**config.mk**
```make
export PLATFORM = sky130hd
export DESIGN_NAME = base64_line_wrapped_encoder_top
export DESIGN_NICKNAME = d
export VERILOG_FILES = /design/src/hdl/b64lw_pkg.sv /design/src/hdl/b64lw_front.sv /design/src/hdl/b64lw_queue.sv /design/src/hdl/b64lw_back.sv /design/src/hdl/base64_line_wrapped_encoder_top.sv
export SDC_FILE = /design/constraint.sdc
export NUM_CORES = 1
export LEC_CHECK = 0
export ABC_CLOCK_PERIOD_IN_PS = 2400
export BUFFER_PORTS_ARGS = -buffer_cell sky130_fd_sc_hd__buf_2
export CORE_MARGIN = 10
export CORE_UTILIZATION = 46
export CTS_CLUSTER_DIAMETER = 40
export CTS_CLUSTER_SIZE = 14
export DETAILED_ROUTE_END_ITERATION = 7
export GPL_TIMING_DRIVEN = 0
export HOLD_SLACK_MARGIN = 0.08
export PLACE_DENSITY_LB_ADDON = 0.1
export SYNTH_ARGS = -nofsm -noshare
export SYNTH_HDL_FRONTEND = slang
export SYNTH_SLANG_ARGS = --single-unit
```
**constraint.sdc**
```tcl
create_clock -name clock -period 2.4 [get_ports clock]
set_input_delay 0.48 -clock clock [delete_from_list [all_inputs] [get_ports clock]]
set_output_delay 0.48 -clock clock [all_outputs]
set_load 0.02 [all_outputs]
```
**src/hdl/b64lw_pkg.sv**
```systemverilog
// Shared types, constants and the alphabet function of the line-wrapped base64 encoder.
package b64lw_pkg;

   localparam int LINE_CHARS      = 76;
   localparam int GROUPS_PER_LINE = ((LINE_CHARS / 4) > 0) ? (LINE_CHARS / 4) : 1;
   localparam int GIL_W           = $clog2(GROUPS_PER_LINE + 1);

   localparam int QUEUE_DEPTH = 2;
   localparam int QPTR_W      = (QUEUE_DEPTH > 1) ? $clog2(QUEUE_DEPTH) : 1;
   localparam int QCNT_W      = $clog2(QUEUE_DEPTH + 1);

   localparam logic [7:0] CHAR_UPPER_A = 8'h41;
   localparam logic [7:0] CHAR_LOWER_A = 8'h61;
   localparam logic [7:0] CHAR_DIGIT_0 = 8'h30;
   localparam logic [7:0] CHAR_PLUS    = 8'h2B;
   localparam logic [7:0] CHAR_SLASH   = 8'h2F;
   localparam logic [7:0] CHAR_PAD     = 8'h3D;
   localparam logic [7:0] CHAR_CR      = 8'h0D;
   localparam logic [7:0] CHAR_LF      = 8'h0A;

   // Positions of the characters that one group can produce.
   localparam logic [2:0] SLOT_FIRST  = 3'd0;
   localparam logic [2:0] SLOT_SECOND = 3'd1;
   localparam logic [2:0] SLOT_THIRD  = 3'd2;
   localparam logic [2:0] SLOT_FOURTH = 3'd3;
   localparam logic [2:0] SLOT_CR     = 3'd4;
   localparam logic [2:0] SLOT_LF     = 3'd5;

   // How many message bytes the group carries.
   typedef enum logic [1:0] {
      KIND_ONE  = 2'd0,
      KIND_TWO  = 2'd1,
      KIND_FULL = 2'd2
   } kind_type;

   typedef struct packed {
      logic [23:0] word;
      kind_type    kind;
      logic        crlf;
      logic        last;
   } cmd_type;

   function automatic logic [7:0] b64_char(input logic [5:0] v);
      logic [7:0] v8;
      logic [7:0] c;
      v8 = {2'b00, v};
      if (v < 6'd26) begin
         c = CHAR_UPPER_A + v8;
      end else if (v < 6'd52) begin
         c = CHAR_LOWER_A + (v8 - 8'd26);
      end else if (v < 6'd62) begin
         c = CHAR_DIGIT_0 + (v8 - 8'd52);
      end else if (v == 6'd62) begin
         c = CHAR_PLUS;
      end else begin
         c = CHAR_SLASH;
      end
      return c;
   endfunction

endpackage

```
**src/hdl/b64lw_front.sv**
```systemverilog
// Front end: collects input bytes into groups and decides padding and line ends.
module b64lw_front (
   input  logic               clock,
   input  logic               reset,
   input  logic               csr_wen,
   input  logic               csr_wdata,
   input  logic               req_tvalid,
   output logic               req_tready,
   input  logic [7:0]         req_tdata,
   input  logic               req_tlast,
   input  logic               q_full,
   output logic               q_push,
   output b64lw_pkg::cmd_type q_cmd
);
   import b64lw_pkg::*;

   logic             multi_line_ff, multi_line_in;
   logic [7:0]       held_ff [2];
   logic [1:0]       fill_ff, fill_in;
   logic [GIL_W-1:0] gil_ff, gil_in;
   logic [GIL_W-1:0] gil_inc;
   logic             accept;
   logic             line_end;

   assign req_tready = !q_full;
   assign accept     = req_tvalid && req_tready;
   assign q_push     = accept && (fill_ff[1] || req_tlast);
   assign gil_inc    = gil_ff + GIL_W'(1);
   assign line_end   = (gil_inc >= GIL_W'(GROUPS_PER_LINE));

   always_comb begin
      q_cmd      = '0;
      q_cmd.last = req_tlast;
      unique case (fill_ff)
         2'd2: begin
            q_cmd.word = {held_ff[0], held_ff[1], req_tdata};
            q_cmd.kind = KIND_FULL;
            q_cmd.crlf = line_end && multi_line_ff;
         end
         2'd1: begin
            q_cmd.word = {held_ff[0], req_tdata, 8'h00};
            q_cmd.kind = KIND_TWO;
         end
         default: begin
            q_cmd.word = {req_tdata, 16'h0000};
            q_cmd.kind = KIND_ONE;
         end
      endcase
   end

   always_comb begin
      multi_line_in = csr_wen ? csr_wdata : multi_line_ff;
      fill_in       = fill_ff;
      gil_in        = gil_ff;
      if (q_push) begin
         fill_in = 2'd0;
         if (fill_ff[1]) begin
            gil_in = line_end ? '0 : gil_inc;
         end
         // The line count restarts with every message.
         if (req_tlast) begin
            gil_in = '0;
         end
      end else if (accept) begin
         fill_in = fill_ff + 2'd1;
      end
   end

   always_ff @(posedge clock) begin
      if (reset) begin
         multi_line_ff <= 1'b0;
         fill_ff       <= 2'd0;
         gil_ff        <= '0;
      end else begin
         multi_line_ff <= multi_line_in;
         fill_ff       <= fill_in;
         gil_ff        <= gil_in;
      end
   end

   always_ff @(posedge clock) begin
      if (accept && !q_push) begin
         held_ff[fill_ff[0]] <= req_tdata;
      end
   end

endmodule

```
**src/hdl/b64lw_queue.sv**
```systemverilog
// Short queue of group commands between the front and the back end.
module b64lw_queue (
   input  logic               clock,
   input  logic               reset,
   input  logic               push,
   input  b64lw_pkg::cmd_type push_cmd,
   output logic               full,
   input  logic               pop,
   output logic               head_valid,
   output b64lw_pkg::cmd_type head_cmd
);
   import b64lw_pkg::*;

   cmd_type           entry_ff [QUEUE_DEPTH];
   logic [QPTR_W-1:0] wr_ptr_ff, wr_ptr_in;
   logic [QPTR_W-1:0] rd_ptr_ff, rd_ptr_in;
   logic [QCNT_W-1:0] count_ff, count_in;

   assign full       = (count_ff == QCNT_W'(QUEUE_DEPTH));
   assign head_valid = (count_ff != '0);
   assign head_cmd   = entry_ff[rd_ptr_ff];

   always_comb begin
      wr_ptr_in = wr_ptr_ff;
      rd_ptr_in = rd_ptr_ff;
      count_in  = count_ff;
      if (push) begin
         wr_ptr_in = (wr_ptr_ff == QPTR_W'(QUEUE_DEPTH - 1)) ? '0 : wr_ptr_ff + QPTR_W'(1);
      end
      if (pop) begin
         rd_ptr_in = (rd_ptr_ff == QPTR_W'(QUEUE_DEPTH - 1)) ? '0 : rd_ptr_ff + QPTR_W'(1);
      end
      if (push && !pop) begin
         count_in = count_ff + QCNT_W'(1);
      end else if (pop && !push) begin
         count_in = count_ff - QCNT_W'(1);
      end
   end

   always_ff @(posedge clock) begin
      if (reset) begin
         wr_ptr_ff <= '0;
         rd_ptr_ff <= '0;
         count_ff  <= '0;
      end else begin
         wr_ptr_ff <= wr_ptr_in;
         rd_ptr_ff <= rd_ptr_in;
         count_ff  <= count_in;
      end
   end

   always_ff @(posedge clock) begin
      if (push) begin
         entry_ff[wr_ptr_ff] <= push_cmd;
      end
   end

   a_count_range: assert property (@(posedge clock) disable iff (reset)
      count_ff <= QCNT_W'(QUEUE_DEPTH))
      else $error("queue count out of range");

   a_no_overflow: assert property (@(posedge clock) disable iff (reset)
      push |-> (!full || pop))
      else $error("push into a full queue");

   a_no_underflow: assert property (@(posedge clock) disable iff (reset)
      pop |-> head_valid)
      else $error("pop from an empty queue");

endmodule

```
**src/hdl/b64lw_back.sv**
```systemverilog
// Back end: puts each group's characters in an output register, one per cycle unless stalled.
module b64lw_back (
   input  logic               clock,
   input  logic               reset,
   input  logic               q_valid,
   input  b64lw_pkg::cmd_type q_cmd,
   output logic               q_pop,
   output logic               rsp_tvalid,
   input  logic               rsp_tready,
   output logic [7:0]         rsp_tdata,
   output logic               rsp_tlast
);
   import b64lw_pkg::*;

   cmd_type    cmd_ff;
   logic       busy_ff, busy_in;
   logic [2:0] idx_ff, idx_in;
   logic       rsp_valid_ff, rsp_valid_in;
   logic [7:0] rsp_data_ff;
   logic       rsp_last_ff;
   logic       out_free;
   logic       emit;
   logic       is_final;
   logic [2:0] final_idx;
   logic [7:0] char_now;

   assign out_free  = !rsp_valid_ff || rsp_tready;
   assign emit      = busy_ff && out_free;
   assign final_idx = cmd_ff.crlf ? SLOT_LF : SLOT_FOURTH;
   assign is_final  = (idx_ff == final_idx);
   // The next group is taken at the same edge that sends the last character of this one.
   assign q_pop     = q_valid && (!busy_ff || (emit && is_final));

   always_comb begin
      char_now = CHAR_PAD;
      unique case (idx_ff)
         SLOT_FIRST: char_now = b64_char(cmd_ff.word[23:18]);
         SLOT_SECOND: char_now = b64_char(cmd_ff.word[17:12]);
         SLOT_THIRD: char_now = (cmd_ff.kind == KIND_ONE) ? CHAR_PAD
                                                          : b64_char(cmd_ff.word[11:6]);
         SLOT_FOURTH: char_now = (cmd_ff.kind == KIND_FULL) ? b64_char(cmd_ff.word[5:0])
                                                            : CHAR_PAD;
         SLOT_CR:    char_now = CHAR_CR;
         SLOT_LF:    char_now = CHAR_LF;
         default:    char_now = CHAR_PAD;
      endcase
   end

   always_comb begin
      busy_in      = busy_ff;
      idx_in       = idx_ff;
      rsp_valid_in = rsp_valid_ff;
      if (q_pop) begin
         busy_in = 1'b1;
         idx_in  = SLOT_FIRST;
      end else if (emit && is_final) begin
         busy_in = 1'b0;
      end else if (emit) begin
         idx_in = idx_ff + 3'd1;
      end
      if (emit) begin
         rsp_valid_in = 1'b1;
      end else if (rsp_tready) begin
         rsp_valid_in = 1'b0;
      end
   end

   always_ff @(posedge clock) begin
      if (reset) begin
         busy_ff      <= 1'b0;
         idx_ff       <= SLOT_FIRST;
         rsp_valid_ff <= 1'b0;
      end else begin
         busy_ff      <= busy_in;
         idx_ff       <= idx_in;
         rsp_valid_ff <= rsp_valid_in;
      end
   end

   always_ff @(posedge clock) begin
      if (q_pop) begin
         cmd_ff <= q_cmd;
      end
      if (emit) begin
         rsp_data_ff <= char_now;
         rsp_last_ff <= cmd_ff.last && is_final;
      end
   end

   assign rsp_tvalid = rsp_valid_ff;
   assign rsp_tdata  = rsp_data_ff;
   assign rsp_tlast  = rsp_last_ff;

   a_idx_range: assert property (@(posedge clock) disable iff (reset)
      busy_ff |-> (idx_ff <= SLOT_LF))
      else $error("character index beyond line end");

   a_stall_holds: assert property (@(posedge clock) disable iff (reset)
      (busy_ff && rsp_valid_ff && !rsp_tready) |=> (busy_ff && $stable(idx_ff)))
      else $error("character sequence advanced during output stall");

   a_cr_not_last: assert property (@(posedge clock) disable iff (reset)
      (rsp_valid_ff && rsp_data_ff == CHAR_CR) |-> !rsp_last_ff)
      else $error("end of message marked on a carriage return");

endmodule

```
**src/hdl/base64_line_wrapped_encoder_top.sv**
```systemverilog
// Top level of the base64 encoder with optional CR LF line wrapping.
// Bytes arrive one word per cycle on the req_ channel while req_tready is high, tlast on the
// final byte of a message; base64 characters leave one word per cycle on the rsp_ channel while
// rsp_tready is high, tlast on the final character. The front end takes a byte in every cycle
// while its two-entry group queue has room, so the sustained rate is set by the
// single-character output register: a group of three bytes yields four characters, six when it
// ends a line in multi-line mode. Groups go via the queue, command and output registers.
// csr_wdata sets multi-line mode (reset off); write it only while no message is in flight.
module base64_line_wrapped_encoder_top (
   input  logic       clock,
   input  logic       reset,
   input  logic       csr_wen,
   input  logic       csr_wdata,   // multi_line
   input  logic       req_tvalid,
   output logic       req_tready,
   input  logic [7:0] req_tdata,   // [7:0] data_byte
   input  logic       req_tlast,   // last_byte
   output logic       rsp_tvalid,
   input  logic       rsp_tready,
   output logic [7:0] rsp_tdata,   // [7:0] out_char
   output logic       rsp_tlast    // out_last
);
   import b64lw_pkg::*;

   logic    q_full;
   logic    q_push;
   cmd_type q_push_cmd;
   logic    q_pop;
   logic    q_head_valid;
   cmd_type q_head_cmd;

   b64lw_front u_front (
      .clock      (clock),
      .reset      (reset),
      .csr_wen    (csr_wen),
      .csr_wdata  (csr_wdata),
      .req_tvalid (req_tvalid),
      .req_tready (req_tready),
      .req_tdata  (req_tdata),
      .req_tlast  (req_tlast),
      .q_full     (q_full),
      .q_push     (q_push),
      .q_cmd      (q_push_cmd)
   );

   b64lw_queue u_queue (
      .clock      (clock),
      .reset      (reset),
      .push       (q_push),
      .push_cmd   (q_push_cmd),
      .full       (q_full),
      .pop        (q_pop),
      .head_valid (q_head_valid),
      .head_cmd   (q_head_cmd)
   );

   b64lw_back u_back (
      .clock      (clock),
      .reset      (reset),
      .q_valid    (q_head_valid),
      .q_cmd      (q_head_cmd),
      .q_pop      (q_pop),
      .rsp_tvalid (rsp_tvalid),
      .rsp_tready (rsp_tready),
      .rsp_tdata  (rsp_tdata),
      .rsp_tlast  (rsp_tlast)
   );

endmodule
```
==> run_results.csv, run 1 <==
group,metric,value,unit
synth,synth-seq-area-share,0.4979,
detailed_routing,num_vias,5137,
synth,syn-cell-area,0.007257,mm2
hold_path,whs_path_depth,1,
timing,max_freq,418.8,MHz
clock_tree,cts_max_level,4,
clock_tree,hold_buffers,0,
status,status,"finished clean",
final_layout,layout.cells.non_filler,939,
placement,portBuffers,25,
global_route,use_met2,0.2470,
floorplan,die_h,145.6,um
timing,worst_pin_slew,0.9659,ns
synth,yosys-top-cells-area,"edfxtp_1 (45%), ha_1 (8.4%), dfxtp_1 (4.7%)",
worst_setup_path,rrSetupSlack,0.01,ns
hold_path,holdCritStartpoint,"req_tdata[0]",
synth,ys_types,67,
global_route,grt_max_degree,29,
detailed_routing,first_pass_iters,5,
worst_setup_path,worstSetupStartpointType,"register",
pwr,p_leak,3.203,nW
detailed_routing,post_drt_wl_per_cell,17.36,um
hold_path,worstHoldEndpoint,"u_front.held_ff[1][0]$_DFFE_PP_",
timing,finalSetupViolCount,0,
clock_tree,cts.clk_slew.worst_paths,0.05,ns
timing,setup_slack,0.01206,ns
final_layout,n_antenna_cell,0,
synth,syn_inst,651,
global_route,grtUsageTotal,0.1500,
worst_setup_path,critPathKind,"register to register",
clock_tree,worstSkewPairLatency,0.42,ns
clock_tree,cts_tree,"done",
final_layout,layout.cells.most_common,"edfxtp_1",
timing,drv_slew,0,
global_route,grt_pass1_vias,4998,
clock_tree,cts-root-buf,"clkbuf_16",
synth,ys_async_sr_fraction,0,
final_layout,final_nets,779,
global_route,grt_util_met1,0.1904,
placement,pre_cts_ws,-0.3078,ns
timing,hold_ws,0.3079,ns
detailed_routing,drt-initial-drc-count,349,
detailed_routing,drtAntennaViolNets,0,
clock_tree,numCtsBuffers,17,
global_route,grt_pass1_wl,25.93,mm
detailed_routing,routed_wirelength,16.30,mm
synth,yosys.area.top_type_share,0.4510,
timing,maxSlewHeadroom,0.3507,
floorplan,start_util,0.4739,
final_layout,area_growth,17.26,%
floorplan,num_rows,45,
floorplan,pin_count,26,
synth,syn_nets,715,
global_route,use_met3,0.02856,
global_route,grt_most_used_layer,"met2",
worst_setup_path,critical_path.top_delay_family,"simple AND/OR/NAND/NOR gates",
timing,finalHoldViolations,0,
worst_setup_path,crit_slowest_cell,"or4_1",
timing,layout_min_cycle_time,2.388,ns
clock_tree,cts_sinks,126,
timing,tns,0,ns
detailed_routing,drcViolationCount,0,
worst_setup_path,cp-end-kind,"register",
detailed_routing,vias_per_cell,5.471,
worst_setup_path,cp.arrival,2.65,ns
global_route,grt_overflow,0,
final_layout,final_cell_mix,"edfxtp_1 (109), nand2_1 (59), ha_1 (44)",
placement,globalplace.congestion,0.9265,
synth,yosys_most_used_dff,"edfxtp_1",
synth,yosys.area.top_type,"edfxtp_1",
final_layout,drive_above_1_share,0.2115,
clock_tree,clockBufferDepth,2,
run,drv_cap,0,
worst_setup_path,cp.buffers_inverters,2,
worst_setup_path,r2r_end,"u_back.rsp_tdata[7]$_DFFE_PP_",
worst_setup_path,critPathMaxFanout,7,
synth,synth_seq_cells,126,
global_route,grt_antenna_before_repair,0,
timing,fin_worst_skew,0.01461,ns
floorplan,design.core.area,0.01531,mm2
worst_setup_path,critPathRequiredTime,2.66,ns
synth,synth_edf_count,109,
synth,avgSynthCellArea,11.15,um2
floorplan,die_area,0.02120,mm2
placement,dp_hpwl,11.76,mm
timing,min_period_over_period,0.9950,
placement,dpl.cell_count,888,
pwr,power_density,1192,mW/mm2
hold_path,hold_class,"input port to register",
worst_setup_path,crit_chain,"buf_4 -> inv_1 -> ha_1 -> a21oi_4 -> mux2i_1 -> a21oi_1 -> or4_1 -> a31oi_1",
worst_setup_path,r2r_cells,8,
worst_setup_path,r2r-start,"u_back.cmd_ff[6]$_DFFE_PP_",
synth,ys_warn_count,0,
pwr,vdd_drop_max,616.2,uV
worst_setup_path,slowest_delay,0.58,ns
floorplan,die_w,145.6,um
final_layout,fin_util,0.5556,
layer usage:
metal,vias to the layer above,part of all wire
li1,2540,-
met1,2446,0.46
met2,127,0.49
met3,24,0.034
met4,0,0.019
met5,-,0
cell families after synthesis:
family          count (synthesis)  synth area share
compound gates                141            0.1360
xor+xnor                       46           0.05552
buf+inv                        58           0.03379
fa+ha+maj                      49           0.08448
mux                            37           0.05621
simple gates                  194            0.1360
flops                         126            0.4979
stage by stage:
step	instance area (um2)	power, mW
after floorplan	7259	6.201
after global placement	7649	7.177
after detailed placement	7660	7.241
after CTS	8341	9.914
after global routing	8509	10.76
final	8509	10.14
worst max path at each step:
| stage | start | end | slack [ns] | depth (start not counted) |
|---|---|---|---|---|
| 2_1_floorplan | u_back.cmd_ff[13]$_DFFE_PP_ | u_back.rsp_tdata[5]$_DFFE_PP_ | 0.16 | 9 |
| 3_3_place_gp | u_back.cmd_ff[24]$_DFFE_PP_ | u_back.rsp_tdata[4]$_DFFE_PP_ | -0.32 | 7 |
| 3_5_place_dp | req_tlast | u_queue.entry_ff[1][26]$_DFFE_PP_ | -0.31 | 5 |
| 4_1_cts | u_back.cmd_ff[7]$_DFFE_PP_ | u_back.rsp_tdata[5]$_DFFE_PP_ | 0.01 | 9 |
| 5_1_grt | u_back.cmd_ff[13]$_DFFE_PP_ | u_back.rsp_tdata[5]$_DFFE_PP_ | -0.01 | 9 |
| 6_report | u_back.cmd_ff[6]$_DFFE_PP_ | u_back.rsp_tdata[7]$_DFFE_PP_ | 0.01 | 8 |
cell usage after synthesis (6+ instances only):
library cell	instances
edfxtp_1	109
nand2_1	59
ha_1	49
nor2_1	39
inv_1	31
mux2_2	30
o21ai_0	29
a21oi_1	26
xor2_1	26
xnor2_1	20
dfxtp_1	17
nand3_1	14
and2_1	13
clkbuf_1	13
a22oi_1	11
buf_2	10
a211oi_1	9
nor2b_1	9
o211ai_1	9
nand4_1	8
mux2i_1	7
nor3_1	7
nor3b_1	7
a31oi_1	6
nand2b_1	6
o211a_1	6
layout make-up:
| class | count | area, um2 |
|---|---|---|
| clock buffers | 24 | 451.7 |
| well taps | 211 | 264.0 |
| multi-input cells | 467 | 3521 |
| inverters | 32 | 127.6 |
| fillers | 1342 | 6805 |
| clock inverters | 8 | 118.9 |
| plain buffers | 26 | 140.1 |
| flip-flops and latches | 126 | 3613 |
| repair buffers | 44 | 265.3 |
| repair inverters | 1 | 7.507 |
report_power, final:
group / leakage, nW / switching (mW) / internal [mW] / total, mW
clock network: 0.271 / 0.853 / 1.62 / 2.48
registers: 1.16 / 0.294 / 2.96 / 3.25
logic: 1.78 / 2.61 / 1.80 / 4.41
total: 3.20 / 3.76 / 6.38 / 10.1
sequential cells by signal, indices dropped and copies added (netlist names):
register and cells:
u_back.rsp_tvalid 1, u_back.cmd_ff 28, u_queue.count_ff 2, u_front.fill_ff 2
u_back.rsp_tlast 1, u_front.multi_line_ff 1, u_back.busy_ff 1, u_queue.entry_ff 56
u_front.gil_ff 5, u_back.idx_ff 3, u_queue.wr_ptr_ff 1, u_queue.rd_ptr_ff 1
u_front.held_ff 16, u_back.rsp_tdata 8
timing repair:
| action | in CTS | in global routing |
|---|---|---|
| gates cloned | 1 | 0 |
| endpoints found under the setup margin | 63 | 22 |
| pin swaps | 2 | 2 |
| gates resized for setup | 16 | 29 |
| setup buffers | 7 | 11 |
worst reg2reg max path: stages, from the launching register on:
cell      delay (ns)
edfxtp_1        0.39
buf_4           0.18
inv_1           0.10
ha_1            0.25
a21oi_4         0.20
mux2i_1         0.24
a21oi_1         0.12
or4_1           0.58
a31oi_1         0.18
Note: power is estimated with default switching activity, not from simulation.
==> run 2: changes to the inputs <==
Settings changed: CORE_UTILIZATION 46 to 52.
==> run_results.csv, run 2 (synthesized netlist as in run 1, its figures left out) <==
group,metric,value,unit
final_layout,top_register,"u_queue.entry_ff",
worst_setup_path,crit_slowest_cell,"edfxtp_1",
detailed_routing,drcViolationCount,0,
final_layout,layout.cells.most_common,"edfxtp_1",
floorplan,die_h,138.1,um
global_route,grtUsageTotal,0.1642,
final_layout,drive_above_1_share,0.2067,
placement,dp_hpwl,11.77,mm
floorplan,design.core.area,0.01377,mm2
placement,globalplace.congestion,0.9093,
clock_tree,cts_max_level,4,
worst_setup_path,rrSetupSlack,-0.02,ns
detailed_routing,first_pass_iters,4,
timing,maxSlewHeadroom,0.3865,
placement,placed_area,0.007626,mm2
final_layout,fin_area,0.008377,mm2
timing,setup_slack,-0.01933,ns
final_layout,n_antenna_cell,0,
clock_tree,cts_tree,"done",
global_route,grt_antenna_before_repair,0,
final_layout,final_nets,772,
timing,hold_ws,0.3052,ns
clock_tree,hold_buffers,0,
pwr,power.total,9.904,mW
worst_setup_path,critPathRequiredTime,2.55,ns
worst_setup_path,slowest_delay,0.41,ns
run,drv_cap,0,
detailed_routing,drt-initial-drc-count,307,
detailed_routing,drtAntennaViolNets,0,
global_route,grt_pass1_wl,25.76,mm
timing,fin_worst_skew,0.008287,ns
worst_setup_path,r2r-start,"u_back.cmd_ff[13]$_DFFE_PP_",
global_route,grt_max_degree,31,
hold_path,hold_class,"input port to register",
final_layout,final_cell_mix,"edfxtp_1 (109), nand2_1 (59), ha_1 (46)",
pwr,vdd_drop_max,612.2,uV
pwr,p_leak,3.166,nW
floorplan,die_w,138.1,um
worst_setup_path,r2r_cells,9,
clock_tree,cts.clk_slew.worst_paths,0.06,ns
clock_tree,numCtsBuffers,17,
worst_setup_path,r2r_end,"u_back.rsp_tdata[5]$_DFFE_PP_",
worst_setup_path,critPathLaunch,"u_back.cmd_ff[13]$_DFFE_PP_",
worst_setup_path,cp-end-kind,"register",
timing,drv_slew,0,
pwr,power_density,1182,mW/mm2
worst_setup_path,critical_path.top_delay_family,"compound AO/OA/AOI/OAI gates",
clock_tree,clockBufferDepth,2,
placement,pre_cts_ws,-0.2946,ns
final_layout,area_growth,15.43,%
timing,layout_min_cycle_time,2.419,ns
global_route,grt_pass1_vias,4944,
final_layout,fillers,1158,
worst_setup_path,critPathMaxFanout,9,
timing,max_freq,413.3,MHz
timing,min_period_over_period,1.008,
worst_setup_path,crit_chain,"buf_2 -> o211a_4 -> nor2_2 -> nor2_1 -> ha_1 -> a21oi_1 -> or3_1 -> a221oi_2 -> o2111ai_1",
worst_setup_path,cp.arrival,2.56,ns
worst_setup_path,crit_cells,9,
worst_setup_path,critPathKind,"register to register",
timing,worst_pin_slew,0.9126,ns
global_route,grt_overflow,0,
floorplan,die_area,0.01908,mm2
detailed_routing,routed_wirelength,16.31,mm
worst_setup_path,crit_end,"u_back.rsp_tdata[5]$_DFFE_PP_",
final_layout,fin_util,0.6082,
clock_tree,cts_sinks,126,
clock_tree,cts-root-buf,"clkbuf_16",
clock_tree,worstSkewPairLatency,0.42,ns
final_layout,largest_reg_flops,56,
floorplan,start_util,0.5269,
status,violations,"negative setup slack",
timing,rsz0062_at_grt,"yes",
timing,finalSetupViolCount,1,
detailed_routing,post_drt_wl_per_cell,18.10,um
floorplan,num_rows,43,
detailed_routing,num_vias,5203,
status,status,"finished with violations",
floorplan,pin_count,26,
placement,portBuffers,25,
detailed_routing,vias_per_cell,5.775,
worst_setup_path,worstSetupStartpointType,"register",
timing,finalHoldViolations,0,
worst_setup_path,cp.buffers_inverters,1,
## run 2: cell types whose count changed in the layout (fill, tap and decap cells not counted), moves of 2 or more
| cell | previous run | this run |
|---|---|---|
| ha_1 | 44 | 46 |
| bufinv_16 | 3 | 1 |
| inv_2 | 5 | 3 |
| inv_1 | 25 | 28 |
| clkinv_2 | 1 | 5 |
| buf_4 | 22 | 13 |
| clkbuf_1 | 18 | 14 |
| inv_6 | 0 | 2 |
## run 2: where the power goes
part	internal, mW	switching [mW]	leakage [nW]
sequential	2.96	0.329	1.16
combinational	1.75	2.55	1.75
clock	1.41	0.908	0.259
total	6.12	3.79	3.17
## run 2: worst reg2reg max path, stage by stage, from the launching register on
cell       delay, ns
edfxtp_1        0.41
buf_2           0.20
o211a_4         0.31
nor2_2          0.15
nor2_1          0.07
ha_1            0.27
a21oi_1         0.05
or3_1           0.33
a221oi_2        0.21
o2111ai_1       0.15
## run 2: cell type report
cell class | count | area, um2 | area share
Sequential cell | 126 | 3613 | 0.4314
Multi-Input combinational cell | 467 | 3518 | 0.4200
Clock buffer | 20 | 436.7 | 0.05213
Tap cell | 180 | 225.2 | 0.02689
Timing Repair Buffer | 37 | 217.7 | 0.02599
Buffer | 26 | 138.9 | 0.01658
Inverter | 32 | 123.9 | 0.01479
Clock inverter | 12 | 95.09 | 0.01135
Timing Repair inverter | 1 | 7.507 | 0.0008962
## run 2: worst min path at each step
stage	endpoint	cells after the start	from	slack, ns
after global placement	u_back.rsp_tvalid$_SDFFE_PP0P_	2	u_back.busy_ff$_SDFFE_PP0P_	0.44
after CTS	u_back.busy_ff$_SDFFE_PP0P_	2	reset	0.29
after floorplan	u_back.rsp_tvalid$_SDFFE_PP0P_	2	u_back.busy_ff$_SDFFE_PP0P_	0.43
final	u_front.multi_line_ff$_SDFFE_PP0P_	3	csr_wdata	0.31
after global routing	u_back.busy_ff$_SDFFE_PP0P_	2	reset	0.30
after detailed placement	u_back.rsp_tvalid$_SDFFE_PP0P_	2	u_back.busy_ff$_SDFFE_PP0P_	0.45
## run 2: metal layers
layer,GRT usage,up-vias,routed length (um)
li1,-,2529,-
met1,0.2064,2479,7383
met2,0.2633,152,7750
met3,0.03596,43,705
met4,0.07714,0,472
met5,0,-,0
## run 2: through the flow
stage,instances,setup TNS (ns)
6_report,901,-0.01933
5_1_grt,901,-0.1041
4_1_cts,893,0
3_5_place_dp,857,-15.05
3_3_place_gp,856,-11.98
2_1_floorplan,651,0
## run 2: repair_timing
item,in CTS,in global routing
pin swaps,0,2
gates resized for setup,21,22
buffers inserted,4,7
setup endpoints to repair,63,39
gates cloned,0,1
==> run 3: changes to the inputs <==
Settings changed: REMOVE_ABC_BUFFERS set to 1, SETUP_SLACK_MARGIN set to 0.02.
==> run_results.csv, run 3 (synthesized netlist as in run 1, its figures left out) <==
group,metric,value,unit
timing,setup_slack,0.06239,ns
worst_setup_path,cp-end-kind,"register",
clock_tree,cts.clk_slew.worst_paths,0.06,ns
floorplan,num_rows,43,
floorplan,die_area,0.01908,mm2
timing,finalHoldViolations,0,
clock_tree,cts_max_level,4,
status,status,"finished clean",
clock_tree,cts_tree,"done",
final_layout,fillers,1126,
clock_tree,cts-root-buf,"clkbuf_16",
hold_path,hold_class,"input port to register",
placement,placed_area,0.007506,mm2
run,drv_cap,0,
final_layout,layout.cells.non_filler,902,
detailed_routing,routed_wirelength,15.47,mm
pwr,vdd_drop_max,581.6,uV
worst_setup_path,cp.arrival,2.47,ns
global_route,grt_overflow,0,
global_route,grt_antenna_before_repair,0,
global_route,grt_max_degree,30,
floorplan,start_util,0.5269,
worst_setup_path,critPathRequiredTime,2.53,ns
placement,dpl.cell_count,831,
floorplan,pin_count,26,
timing,min_period_over_period,0.9740,
timing,worst_pin_slew,1.299,ns
final_layout,top_register,"u_queue.entry_ff",
timing,maxSlewHeadroom,0.1331,
pwr,power_density,1191,mW/mm2
final_layout,multi_input_area,0.003502,mm2
placement,globalplace.congestion,0.9527,
floorplan,design.core.area,0.01377,mm2
worst_setup_path,critPathKind,"register to register",
final_layout,final_nets,773,
final_layout,layout.area.seq,0.003613,mm2
detailed_routing,drt-initial-drc-count,327,
placement,portBuffers,25,
pwr,p_leak,3.213,nW
clock_tree,cts_sinks,126,
detailed_routing,vias_per_cell,5.733,
final_layout,layout.cells.most_common,"edfxtp_1",
final_layout,area_growth,16.52,%
clock_tree,numCtsBuffers,17,
floorplan,die_w,138.1,um
worst_setup_path,critPathMaxFanout,6,
detailed_routing,post_drt_wl_per_cell,17.15,um
timing,max_freq,427.8,MHz
worst_setup_path,crit_chain,"inv_1 -> ha_2 -> and3b_2 -> or2_4 -> o311ai_1 -> nand4_1",
detailed_routing,drcViolationCount,0,
placement,dp_hpwl,10.88,mm
detailed_routing,num_vias,5171,
final_layout,final_cell_mix,"edfxtp_1 (109), nand2_1 (59), ha_1 (46)",
global_route,grt_pass1_wl,25.08,mm
clock_tree,clockBufferDepth,2,
timing,drv_slew,0,
timing,finalSetupViolCount,0,
timing,layout_min_cycle_time,2.338,ns
timing,fin_worst_skew,0.01054,ns
final_layout,fin_area,0.008456,mm2
final_layout,fin_util,0.6139,
worst_setup_path,slowest_delay,0.47,ns
clock_tree,worstSkewPairLatency,0.41,ns
clock_tree,hold_buffers,0,
worst_setup_path,cp.buffers_inverters,1,
timing,hold_ws,0.3099,ns
floorplan,die_h,138.1,um
final_layout,drive_above_1_share,0.2271,
global_route,grt_pass1_vias,4983,
worst_setup_path,crit_slowest_cell,"edfxtp_1",
worst_setup_path,critical_path.top_delay_family,"simple AND/OR/NAND/NOR gates",
detailed_routing,drtAntennaViolNets,0,
global_route,grtUsageTotal,0.1580,
placement,pre_cts_ws,-0.4296,ns
detailed_routing,first_pass_iters,5,
final_layout,n_antenna_cell,0,
worst_setup_path,worstSetupStartpointType,"register",
final_layout,largest_reg_flops,56,
timing,rsz0062_at_grt,"yes",
-- run 3: final cells by class --
type	instances	share of cell area
clock buffer	21	0.05209
clock inverter	11	0.01391
inverter	32	0.01465
multi-input combinational	467	0.4142
sequential	126	0.4273
tap	180	0.02664
timing repair buffer	64	0.05031
timing repair inverter	1	0.0008878
-- run 3: final timing paths --
path	from	to	slack, ns	cells after the start
worst max-delay path	u_back.cmd_ff[12]$_DFFE_PP_	u_back.rsp_tdata[2]$_DFFE_PP_	0.06	6
worst min-delay path	req_tdata[4]	u_front.held_ff[1][4]$_DFFE_PP_	0.31	1
worst max register to register	u_back.cmd_ff[12]$_DFFE_PP_	u_back.rsp_tdata[2]$_DFFE_PP_	0.06	6
worst min register to register	u_back.busy_ff$_SDFFE_PP0P_	u_back.rsp_tvalid$_SDFFE_PP0P_	0.46	2
-- run 3: what timing repair did --
action,CTS,global route
pin swaps,0,2
gates cloned,1,0
endpoints found under the setup margin,36,23
resized for setup,10,24
buffers inserted,22,16
-- run 3: routing by layer --
layer	share of wire	vias up	routed length, um	global-route usage
met5	0	-	0	0
met4	0.030	0	457	0.07436
met3	0.043	34	665	0.03836
met2	0.47	158	7280	0.2485
met1	0.46	2445	7068	0.2004
li1	-	2534	-	-
-- run 3: through the flow --
step                      setup TNS [ns]  total power [mW]
after detailed placement          -9.714             7.100
after CTS                              0             9.798
final                                  0             10.07
after floorplan                   -2.454             6.100
after global placement            -32.64             7.026
after global routing                   0             10.70
-- run 3: power by group --
group | total (mW) | leakage (nW) | switching, mW | internal [mW]
registers | 3.45 | 1.16 | 0.489 | 2.96
clock network | 2.39 | 0.263 | 0.869 | 1.52
logic | 4.23 | 1.79 | 2.40 | 1.84
